File: src/rtl/core/mst_pkg.sv
`timescale 1ns / 1ps
package mst_pkg;
  localparam logic [2:0] REQ_CONFIG  = 3'd0;
  localparam logic [2:0] REQ_START   = 3'd1;
  localparam logic [2:0] REQ_STOP    = 3'd2;
  localparam logic [2:0] REQ_RESTART = 3'd3;
  localparam logic [2:0] REQ_QUERY   = 3'd4;
  localparam logic [2:0] REQ_TICK    = 3'd5;

  localparam logic [1:0] EV_ACK  = 2'd0;
  localparam logic [1:0] EV_EXP  = 2'd1;
  localparam logic [1:0] EV_NONE = 2'd2;

  localparam logic [1:0] ST_IDLE = 2'd0;
  localparam logic [1:0] ST_RUN  = 2'd1;
  localparam logic [1:0] ST_EXP  = 2'd2;

  typedef struct packed {
    logic [2:0]  req_type;
    logic [2:0]  slot;
    logic [30:0] period;
    logic        reload;
  } mst_in_t;

  typedef struct packed {
    logic [2:0] slot_out;
    logic [1:0] event_res;
    logic       running;
    logic       last;
  } mst_out_t;
endpackage

File: src/rtl/core/mst_slot_mem.sv
`timescale 1ns / 1ps
module mst_slot_mem #(
  parameter int NUM_SLOTS = 8,
  parameter int TIME_BITS = 32,
  parameter int AW = 3
) (
  input  logic                 clk,
  input  logic                 we,
  input  logic [AW-1:0]        waddr,
  input  logic [TIME_BITS+33:0] wdata,
  input  logic [AW-1:0]        raddr,
  output logic [TIME_BITS+33:0] rdata
);
  // entry: expiry, period, reload, status
  logic [TIME_BITS+33:0] mem [NUM_SLOTS];

  always_ff @(posedge clk) begin
    if (we) mem[waddr] <= wdata;
    rdata <= mem[raddr];
  end
endmodule

File: src/rtl/core/multi_slot_one_shot_periodic_timer.sv
`timescale 1ns / 1ps
// Timer bank whose slot state sits in a single-port-read memory. A slot request
// passes through a read state and an execute state (clear pass aside); a tick
// walks every slot, one memory read per slot and a write-back for each due slot,
// then flushes; it puts out at most one result a cycle. Results appear with done
// high for one cycle each and cannot be stalled. A clear pass after reset keeps busy high.
module multi_slot_one_shot_periodic_timer #(
  parameter int NUM_SLOTS = 8,
  parameter int TIME_BITS = 32
) (
  input  logic                clk,
  input  logic                rst,
  input  logic                start,
  input  mst_pkg::mst_in_t    req,
  output logic                busy,
  output logic                done,
  output mst_pkg::mst_out_t   result
);
  import mst_pkg::*;

  localparam int AW = (NUM_SLOTS > 1) ? $clog2(NUM_SLOTS) : 1;
  localparam int CW = $clog2(NUM_SLOTS + 1);
  localparam int EW = TIME_BITS + 34;

  localparam logic [2:0] S_CLEAR = 3'd0;
  localparam logic [2:0] S_IDLE  = 3'd1;
  localparam logic [2:0] S_READ  = 3'd2;
  localparam logic [2:0] S_EXEC  = 3'd3;
  localparam logic [2:0] S_TREAD = 3'd4;
  localparam logic [2:0] S_TEXEC = 3'd5;
  localparam logic [2:0] S_FLUSH = 3'd6;

  logic [2:0]           state;
  logic [CW-1:0]        idx;
  logic [TIME_BITS-1:0] now;
  mst_in_t              cur;
  logic                 pend_v;
  mst_out_t             pend;

  logic                 we;
  logic [AW-1:0]        waddr, raddr;
  logic [EW-1:0]        wdata, rdata;

  mst_slot_mem #(.NUM_SLOTS(NUM_SLOTS), .TIME_BITS(TIME_BITS), .AW(AW)) u_mem (
    .clk, .we, .waddr, .wdata, .raddr, .rdata
  );

  logic [TIME_BITS-1:0] r_exp;
  logic [30:0]          r_per;
  logic                 r_rl;
  logic [1:0]           r_st;
  assign r_exp = rdata[EW-1 -: TIME_BITS];
  assign r_per = rdata[33:3];
  assign r_rl  = rdata[2];
  assign r_st  = rdata[1:0];

  logic [TIME_BITS-1:0] per_t, arm_exp, diff, adv_exp;
  logic                 in_bank, due;
  assign per_t   = TIME_BITS'(r_per);
  assign arm_exp = now + per_t;
  assign adv_exp = r_exp + per_t;
  assign diff    = now - r_exp;
  assign due     = (r_st == ST_RUN) && !diff[TIME_BITS-1];
  assign in_bank = 32'(cur.slot) < NUM_SLOTS;

  assign busy = (state != S_IDLE);

  logic [1:0]  st_new;
  logic [30:0] per_new;
  always_comb begin
    we = 1'b0;
    waddr = idx[AW-1:0];
    wdata = rdata;
    raddr = idx[AW-1:0];
    st_new = r_st;
    per_new = (cur.period == '0) ? 31'd1 : cur.period;
    unique case (state)
      S_CLEAR: begin
        we = 1'b1;
        wdata = {{TIME_BITS{1'b0}}, 31'd1, 1'b0, ST_IDLE};
      end
      S_READ:  raddr = AW'(cur.slot);
      S_EXEC: begin
        waddr = AW'(cur.slot);
        case (cur.req_type)
          REQ_CONFIG: begin
            we = in_bank;
            wdata = {r_exp, per_new, cur.reload, ST_IDLE};
          end
          REQ_START, REQ_RESTART: begin
            we = in_bank;
            wdata = {arm_exp, r_per, r_rl, ST_RUN};
          end
          REQ_STOP: begin
            we = in_bank;
            if (r_st == ST_RUN) st_new = ST_IDLE;
            wdata = {r_exp, r_per, r_rl, st_new};
          end
          default: ;
        endcase
      end
      S_TEXEC: begin
        we = due;
        waddr = idx[AW-1:0];
        wdata = r_rl ? {adv_exp, r_per, r_rl, r_st} : {r_exp, r_per, r_rl, ST_EXP};
        raddr = AW'(idx + CW'(1));
      end
      default: ;
    endcase
  end

  logic run_ack;
  always_comb begin
    run_ack = 1'b0;
    if (in_bank) begin
      case (cur.req_type)
        REQ_CONFIG: run_ack = 1'b0;
        REQ_STOP: run_ack = 1'b0;
        REQ_START, REQ_RESTART: run_ack = 1'b1;
        default: run_ack = (r_st == ST_RUN);
      endcase
    end
  end

  always_ff @(posedge clk) begin
    if (rst) begin
      state <= S_CLEAR;
      idx <= '0;
      now <= '0;
      done <= 1'b0;
      pend_v <= 1'b0;
    end else begin
      done <= 1'b0;
      unique case (state)
        S_CLEAR: begin
          idx <= idx + CW'(1);
          if (idx == CW'(NUM_SLOTS - 1)) state <= S_IDLE;
        end
        S_IDLE: begin
          if (start) begin
            cur <= req;
            if (req.req_type == REQ_TICK) begin
              now <= now + TIME_BITS'(1);
              idx <= '0;
              pend_v <= 1'b0;
              state <= S_TREAD;
            end else begin
              state <= S_READ;
            end
          end
        end
        S_READ: state <= S_EXEC;
        S_EXEC: begin
          done <= 1'b1;
          result <= '{slot_out: cur.slot, event_res: EV_ACK, running: run_ack, last: 1'b1};
          state <= S_IDLE;
        end
        S_TREAD: state <= S_TEXEC;
        S_TEXEC: begin
          // hold each expiry back until the next is found, so the final one can carry last
          if (due) begin
            pend_v <= 1'b1;
            pend <= '{slot_out: 3'(idx), event_res: EV_EXP, running: r_rl, last: 1'b0};
            if (pend_v) begin
              done <= 1'b1;
              result <= pend;
            end
          end
          idx <= idx + CW'(1);
          if (idx == CW'(NUM_SLOTS - 1)) state <= S_FLUSH;
        end
        S_FLUSH: begin
          // flush the final held expiry or report nothing due
          done <= 1'b1;
          if (pend_v) result <= '{slot_out: pend.slot_out, event_res: EV_EXP,
                                  running: pend.running, last: 1'b1};
          else result <= '{slot_out: 3'd0, event_res: EV_NONE, running: 1'b0, last: 1'b1};
          pend_v <= 1'b0;
          state <= S_IDLE;
        end
        default: state <= S_IDLE;
      endcase
    end
  end
endmodule

File: config.mk
export PLATFORM = sky130hd
export DESIGN_NAME = multi_slot_one_shot_periodic_timer
export DESIGN_NICKNAME = d
export VERILOG_FILES = /design/src/rtl/core/mst_pkg.sv /design/src/rtl/core/mst_slot_mem.sv /design/src/rtl/core/multi_slot_one_shot_periodic_timer.sv
export SDC_FILE = /design/constraint.sdc
export NUM_CORES = 1
export LEC_CHECK = 0
export ABC_AREA = 1
export BUFFER_PORTS_ARGS = -buffer_cell sky130_fd_sc_hd__buf_4
export CORE_ASPECT_RATIO = 1.5
export CORE_MARGIN = 2
export CORE_UTILIZATION = 49
export DETAILED_ROUTE_END_ITERATION = 10
export PLACE_DENSITY = 0.69
export SKIP_CTS_REPAIR_TIMING = 1
export SLEW_MARGIN = 15
export SYNTH_ARGS = -nofsm -noshare
export SYNTH_HDL_FRONTEND = slang
export SYNTH_SLANG_ARGS = --single-unit
export TNS_END_PERCENT = 5
File: constraint.sdc
create_clock -name clk -period 4.82 [get_ports clk]
set_input_delay 0.964 -clock clk [delete_from_list [all_inputs] [get_ports clk]]
set_output_delay 0.964 -clock clk [all_outputs]
set_load 0.05 [all_outputs]
# ---- Yosys cells after proc, flatten, opt, wreduce, memory -nomap -nowiden
# Memories as Yosys holds them, arrays and structs flattened. A register that Yosys moved wholly into a read port is not among the register bits.
# Index checks and enable logic that the tools add are counted.
dict set report word_totals {
  memories 1
  ff_bits 90
  rom_bits 0
  latchBits 0
  word_cells 92
  out_inout_bits 9
  in_bits 41
  ram_bits 528
}
dict set report op_classes {
  n_mul 0
  n_lt_le_gt_ge 0
  n_addsub 5
  bitwise_logic 1
  eq_ne 19
  mux 31
  div_mod_pow 0
  n_shift 0
  reduce_logical 20
}
# memory depth word_bits read_ports rd_ports_with_merged_regs write_ports line_no
set mem_list {}
lappend mem_list {u_mem.mem 8 66 1 1 1 mst_slot_mem.sv:15} ;# logic [TIME_BITS+33:0] mem [NUM_SLOTS];
# op n
set ops {}
lappend ops {{66-bit case mux with 3 select lines} 2}
lappend ops {{66-bit two-way mux} 1}
lappend ops {{32-bit by 31-bit adder with 32-bit output} 2}
lappend ops {{32-bit by 1-bit adder with 32-bit output (second input constant)} 1}
lappend ops {{32-bit subtractor} 1}
lappend ops {{31-bit logical NOT} 1}
lappend ops {{31-bit two-way mux} 1}
lappend ops {{7-bit two-way mux} 3}
lappend ops {{7-bit case mux with 3 select lines} 1}
lappend ops {{3-bit two-way mux} 5}
lappend ops {{3-bit case mux with 5 select lines} 1}
lappend ops {{3-bit AND reduction} 5}
lappend ops {{3-bit by 2-bit == test with 1-bit output (second input constant)} 4}
lappend ops {{3-bit == test (second input constant)} 4}
lappend ops {{2-bit != test (second input constant)} 6}
lappend ops {{1-bit two-way mux} 8}
lappend ops {{4-bit two-way mux} 2}
lappend ops {{4-bit case mux with 2 select lines} 1}
lappend ops {{4-bit AND reduction} 2}
lappend ops {{2-bit OR reduction} 4}
lappend ops {{3-bit by 1-bit == test with 1-bit output (second input constant)} 2}
lappend ops {{3-bit logical NOT} 2}
lappend ops {{1-bit case mux with 3 select lines} 2}
lappend ops {{3-bit case mux with 2 select lines} 1}
lappend ops {{12 further kinds} 14}

# ---- Logic depth before layout (Yosys ltp)
dict set report logic_depth {
  word_depth 6
  ltp_mapped 17
  depth_no_buf 17
}

# ---- Modules after synthesis
# A second synthesis with hierarchy kept.
dict set report hier_totals {
  cells_unflattened 4011
  area_unflattened_um2 34384.2
}
# module seq_area_each_um2 cells_per_inst area_per_inst_um2 instances
set by_module_without_submodules {}
lappend by_module_without_submodules {mst_slot_mem 17176.5 2365 24263.3 1}
lappend by_module_without_submodules {multi_slot_one_shot_periodic_timer 2292.2 1646 10121.0 1}

# ---- Worst setup path after synthesis
# Ideal clock, no wire load.
dict set report synth_path {
  path_type {register to register}
  from {reg u_mem.rdata[64], read port of u_mem.mem}
  to {mem u_mem.mem[1][0] (netlist name) (enable)}
  path_stages_with_launch 11
  arrival_time_ns 4.775
  setup_slack_ns -0.467
  n_path_buf 0
  required_ns 4.308
  synth_period_minus_slack_ns 5.287
  setup_time_ns 0.512
  cell_sequence {dfxtp_1 -> inv_1 -> ha_1 -> a21o_1 -> nor2_1 -> nand2_1 -> a21oi_1 -> nand2_1 -> nand2_1 -> nand4_1 -> a21oi_1}
}
dict set report synth_between {
  elab_chain_len 6
}
# item line_no
set synth_rtl {}
lappend synth_rtl {{start: declaration} mst_slot_mem.sv:12} ;# output logic [TIME_BITS+33:0] rdata
lappend synth_rtl {{32-bit subtractor} multi_slot_one_shot_periodic_timer.sv:62} ;# assign diff = now - r_exp;
lappend synth_rtl {{1-bit logical NOT} multi_slot_one_shot_periodic_timer.sv:63} ;# assign due = (r_st == ST_RUN) && !diff[TIME_BITS-1];
lappend synth_rtl {{1-bit logical AND} multi_slot_one_shot_periodic_timer.sv:63}
lappend synth_rtl {{1-bit case mux with 3 select lines} multi_slot_one_shot_periodic_timer.sv:77} ;# unique case (state)
lappend synth_rtl {{1-bit two-way mux} mst_slot_mem.sv:18} ;# if (we) mem[waddr] <= wdata;
lappend synth_rtl {{1-bit two-way mux (implied by the code)} mst_slot_mem.sv:18}
lappend synth_rtl {{end: declaration} mst_slot_mem.sv:15}
# Every way passes these cells.

# ---- Worst setup path in the final report
dict set report layout_path {
  from {reg u_mem.rdata[60], read port of u_mem.mem}
  to {mem u_mem.mem[2][9] (netlist name) (enable)}
}
# Same word-level chain as after synthesis.

==> impl_metrics.json <==
{
  "run_status": "finished, final reports clean",
  "grt_first_pass_wirelength_mm": 135,
  "synth.avg_cell_area_sq_um": 9.40,
  "pre_cts_slack_ps": 1450,
  "slew_headroom": 0.231,
  "layout_commonest_cell": "nand2_1",
  "synth-seq-cells": 684,
  "via_per_inst": 5.57,
  "die_w_microns": 214,
  "syn_inst": 3446,
  "busiest_layer": "met2",
  "via_count": 24500,
  "numPortBuffers": 49,
  "post-route-period-util": 0.707,
  "synth_top_family_by_area": "simple AND/OR/NAND/NOR gates",
  "place.gp.congestion": 1.01,
  "p_leak_uw": 0.0145,
  "die_y_microns": 319,
  "rsz0062_at_grt": "no",
  "crit_top_cell": "nand2_1",
  "pin_count": 50,
  "grt_pass1_vias": 23800,
  "area_growth_pct": 11.1,
  "timing.fmax_mhz": 293,
  "die_area_sq_um": 68200,
  "syn-num-nets": 3583,
  "synthAdderAreaFrac": 0.0375,
  "fin_cells": 4408,
  "synth_compound_gate_area_share": 0.106,
  "path_class": "reg2reg",
  "clk_path_buf_depth": 3,
  "critPathCaptureType": "register",
  "placementRows": 115,
  "setup_slack_ps": 1410,
  "post-route-min-period_ps": 3410,
  "path_buf_inv": 3,
  "drive_above_1_share": 0.0663,
  "synthSimpleGateAreaFrac": 0.190,
  "netlist_area_sq_um": 32400,
  "gr-usage-all-layers": 0.257,
  "cts_tree": "built",
  "wire_per_inst_microns": 20.2,
  "total_power_uw": 15000,
  "insertion_delay_ps": 660,
  "synth-main-ff-cell": "edfxtp_1",
  "cts_sinks": 684,
  "synth_edf_count": 577,
  "use_met1": 0.302,
  "htreeDepth": 2,
  "finClkSkew_ps": 44.0,
  "ys_types": 46,
  "finalSetupViolCount": 0,
  "ant_nets": 0,
  "muxShareOfSynthArea": 0,
  "yosysSeqAreaShare": 0.601,
  "slew_violations": 0,
  "cts_made_buffers": 61,
  "setup-tns-final_ps": 0,
  "cp-start-kind": "register",
  "drc": 0,
  "worst_pin_slew_ps": 1150,
  "initial_core_util": 0.495,
  "worstHoldPathType": "in2reg",
  "max_stage_delay_ps": 700,
  "crit_arrival_ps": 3710,
  "use_met2": 0.457,
  "critical-path-top-delay-family": "simple AND/OR/NAND/NOR gates",
  "cap_violations": 0,
  "grt_overflow": 0,
  "drt_wl_total_mm": 89.2,
  "crit_chain": "inv_1 -> ha_1 -> nand2_1 -> nor3_1 -> nor2b_1 -> nand2_1 -> nand3_1 -> nand4_1 -> buf_4 -> a21oi_4 -> buf_12",
  "grt_max_degree": 199,
  "cp_slowest_cell": "a21oi_4",
  "powerDensity_nw_per_um2": 416,
  "yosys_warnings": 0,
  "drt_iter0_drc": 1832,
  "cts_root_buf": "clkbuf_16",
  "final_cell_mix": "823 x nand2_1, 577 x edfxtp_1, 491 x nor2_1",
  "synth_xor_area_frac": 0.00622,
  "synthArstFlopShare": 0,
  "dr.pass1.iters": 7,
  "core-area_sq_um": 65500,
  "placed_cells": 4292,
  "hold_violations": 0,
  "grtUsageMet3": 0.0339,
  "path_clk_slew_ps": 70,
  "dpl.hpwl_mm": 59.3,
  "num_antenna_cells": 0,
  "cp.required_ps": 5120,
  "antenna_found_initial": 1,
  "nNetsFinal": 3615,
  "worstPathMaxFanout": 35,
  "vdd_drop_max_uv": 335
}
==> worst paths after layout <==
path              depth (start not counted)  slack, ps             from         endpoint
setup / recovery                         11       1410  u_mem.rdata[60]  u_mem.mem[2][9]
hold / removal                            1        480          req[31]          cur[31]
setup reg to reg                         11       1410  u_mem.rdata[60]  u_mem.mem[2][9]
hold reg to reg                           2        510           idx[3]           idx[3]
==> layout make-up <==
class / count / area (sq um)
Clock buffer: 76 / 1670
Tap cell: 877 / 1100
Multi-Input combinational cell: 2292 / 11200
Sequential cell: 684 / 19500
Timing Repair Buffer: 92 / 841
Inverter: 347 / 1310
Fill cell: 5731 / 29500
Clock inverter: 40 / 465
==> state kept, by name (all words and copies together) (netlist names) <==
name and flops:
u_mem.mem 528, u_mem.rdata 66, cur 38, now 32, result 7, idx 4, pend 4, state 3
done 1, pend_v 1
==> synth_stat cells, types with 12 or more instances <==
master,count,share of area
a21oi_1,118,0.018
buf_2,44,0.0068
buf_4,17,0.0039
clkbuf_1,54,0.0063
dfxtp_1,107,0.066
edfxtp_1,577,0.53
ha_1,94,0.036
inv_1,335,0.039
inv_2,12,0.0014
nand2_1,823,0.095
nand3_1,112,0.017
nand3b_1,14,0.0032
nand4_1,27,0.0052
nor2_1,492,0.057
nor3_1,24,0.0037
o21ai_0,266,0.041
o21ai_1,125,0.019
o22ai_1,97,0.019
xor2_1,17,0.0046
==> worst register-to-register path, cell delays in order (launching register included) <==
cell,delay [ps]
dfxtp_1,410
inv_1,80
ha_1,290
nand2_1,70
nor3_1,340
nor2b_1,180
nand2_1,130
nand3_1,140
nand4_1,90
buf_4,230
a21oi_4,700
buf_12,350
==> where the power goes <==
group | leakage, uW | switching, uW | total (uW) | internal [uW]
sequential | 0.00632 | 321 | 7080 | 6750
clock | 0.00105 | 2180 | 5170 | 2990
combinational | 0.00717 | 1870 | 2710 | 848
==> layer usage <==
layer	vias to the layer above	wire [microns]
met5	-	11
met2	843	44600
met3	235	5310
met1	11700	34300
met4	2	4890
li1	11800	-
==> stage by stage <==
| stage | cell area [sq um] | hold slack (ps) | util |
|---|---|---|---|
| after floorplan | 32400 | 407 | - |
| after global placement | 33900 | 470 | 0.517 |
| after detailed placement | 33900 | 482 | 0.517 |
| after CTS | 36000 | 444 | 0.550 |
| after global routing | 36000 | 465 | 0.550 |
| final | 36000 | 483 | 0.550 |
==> logic make-up after synthesis <==
kind of cell | after synthesis
AOI/OAI and AO/OA | 643
and+or+nand+nor | 1530
xor gates and xnor gates | 23
DFF | 684
buffers and inverters | 470
adders and majority gates | 96
Power figures use the tool's default switching activity.
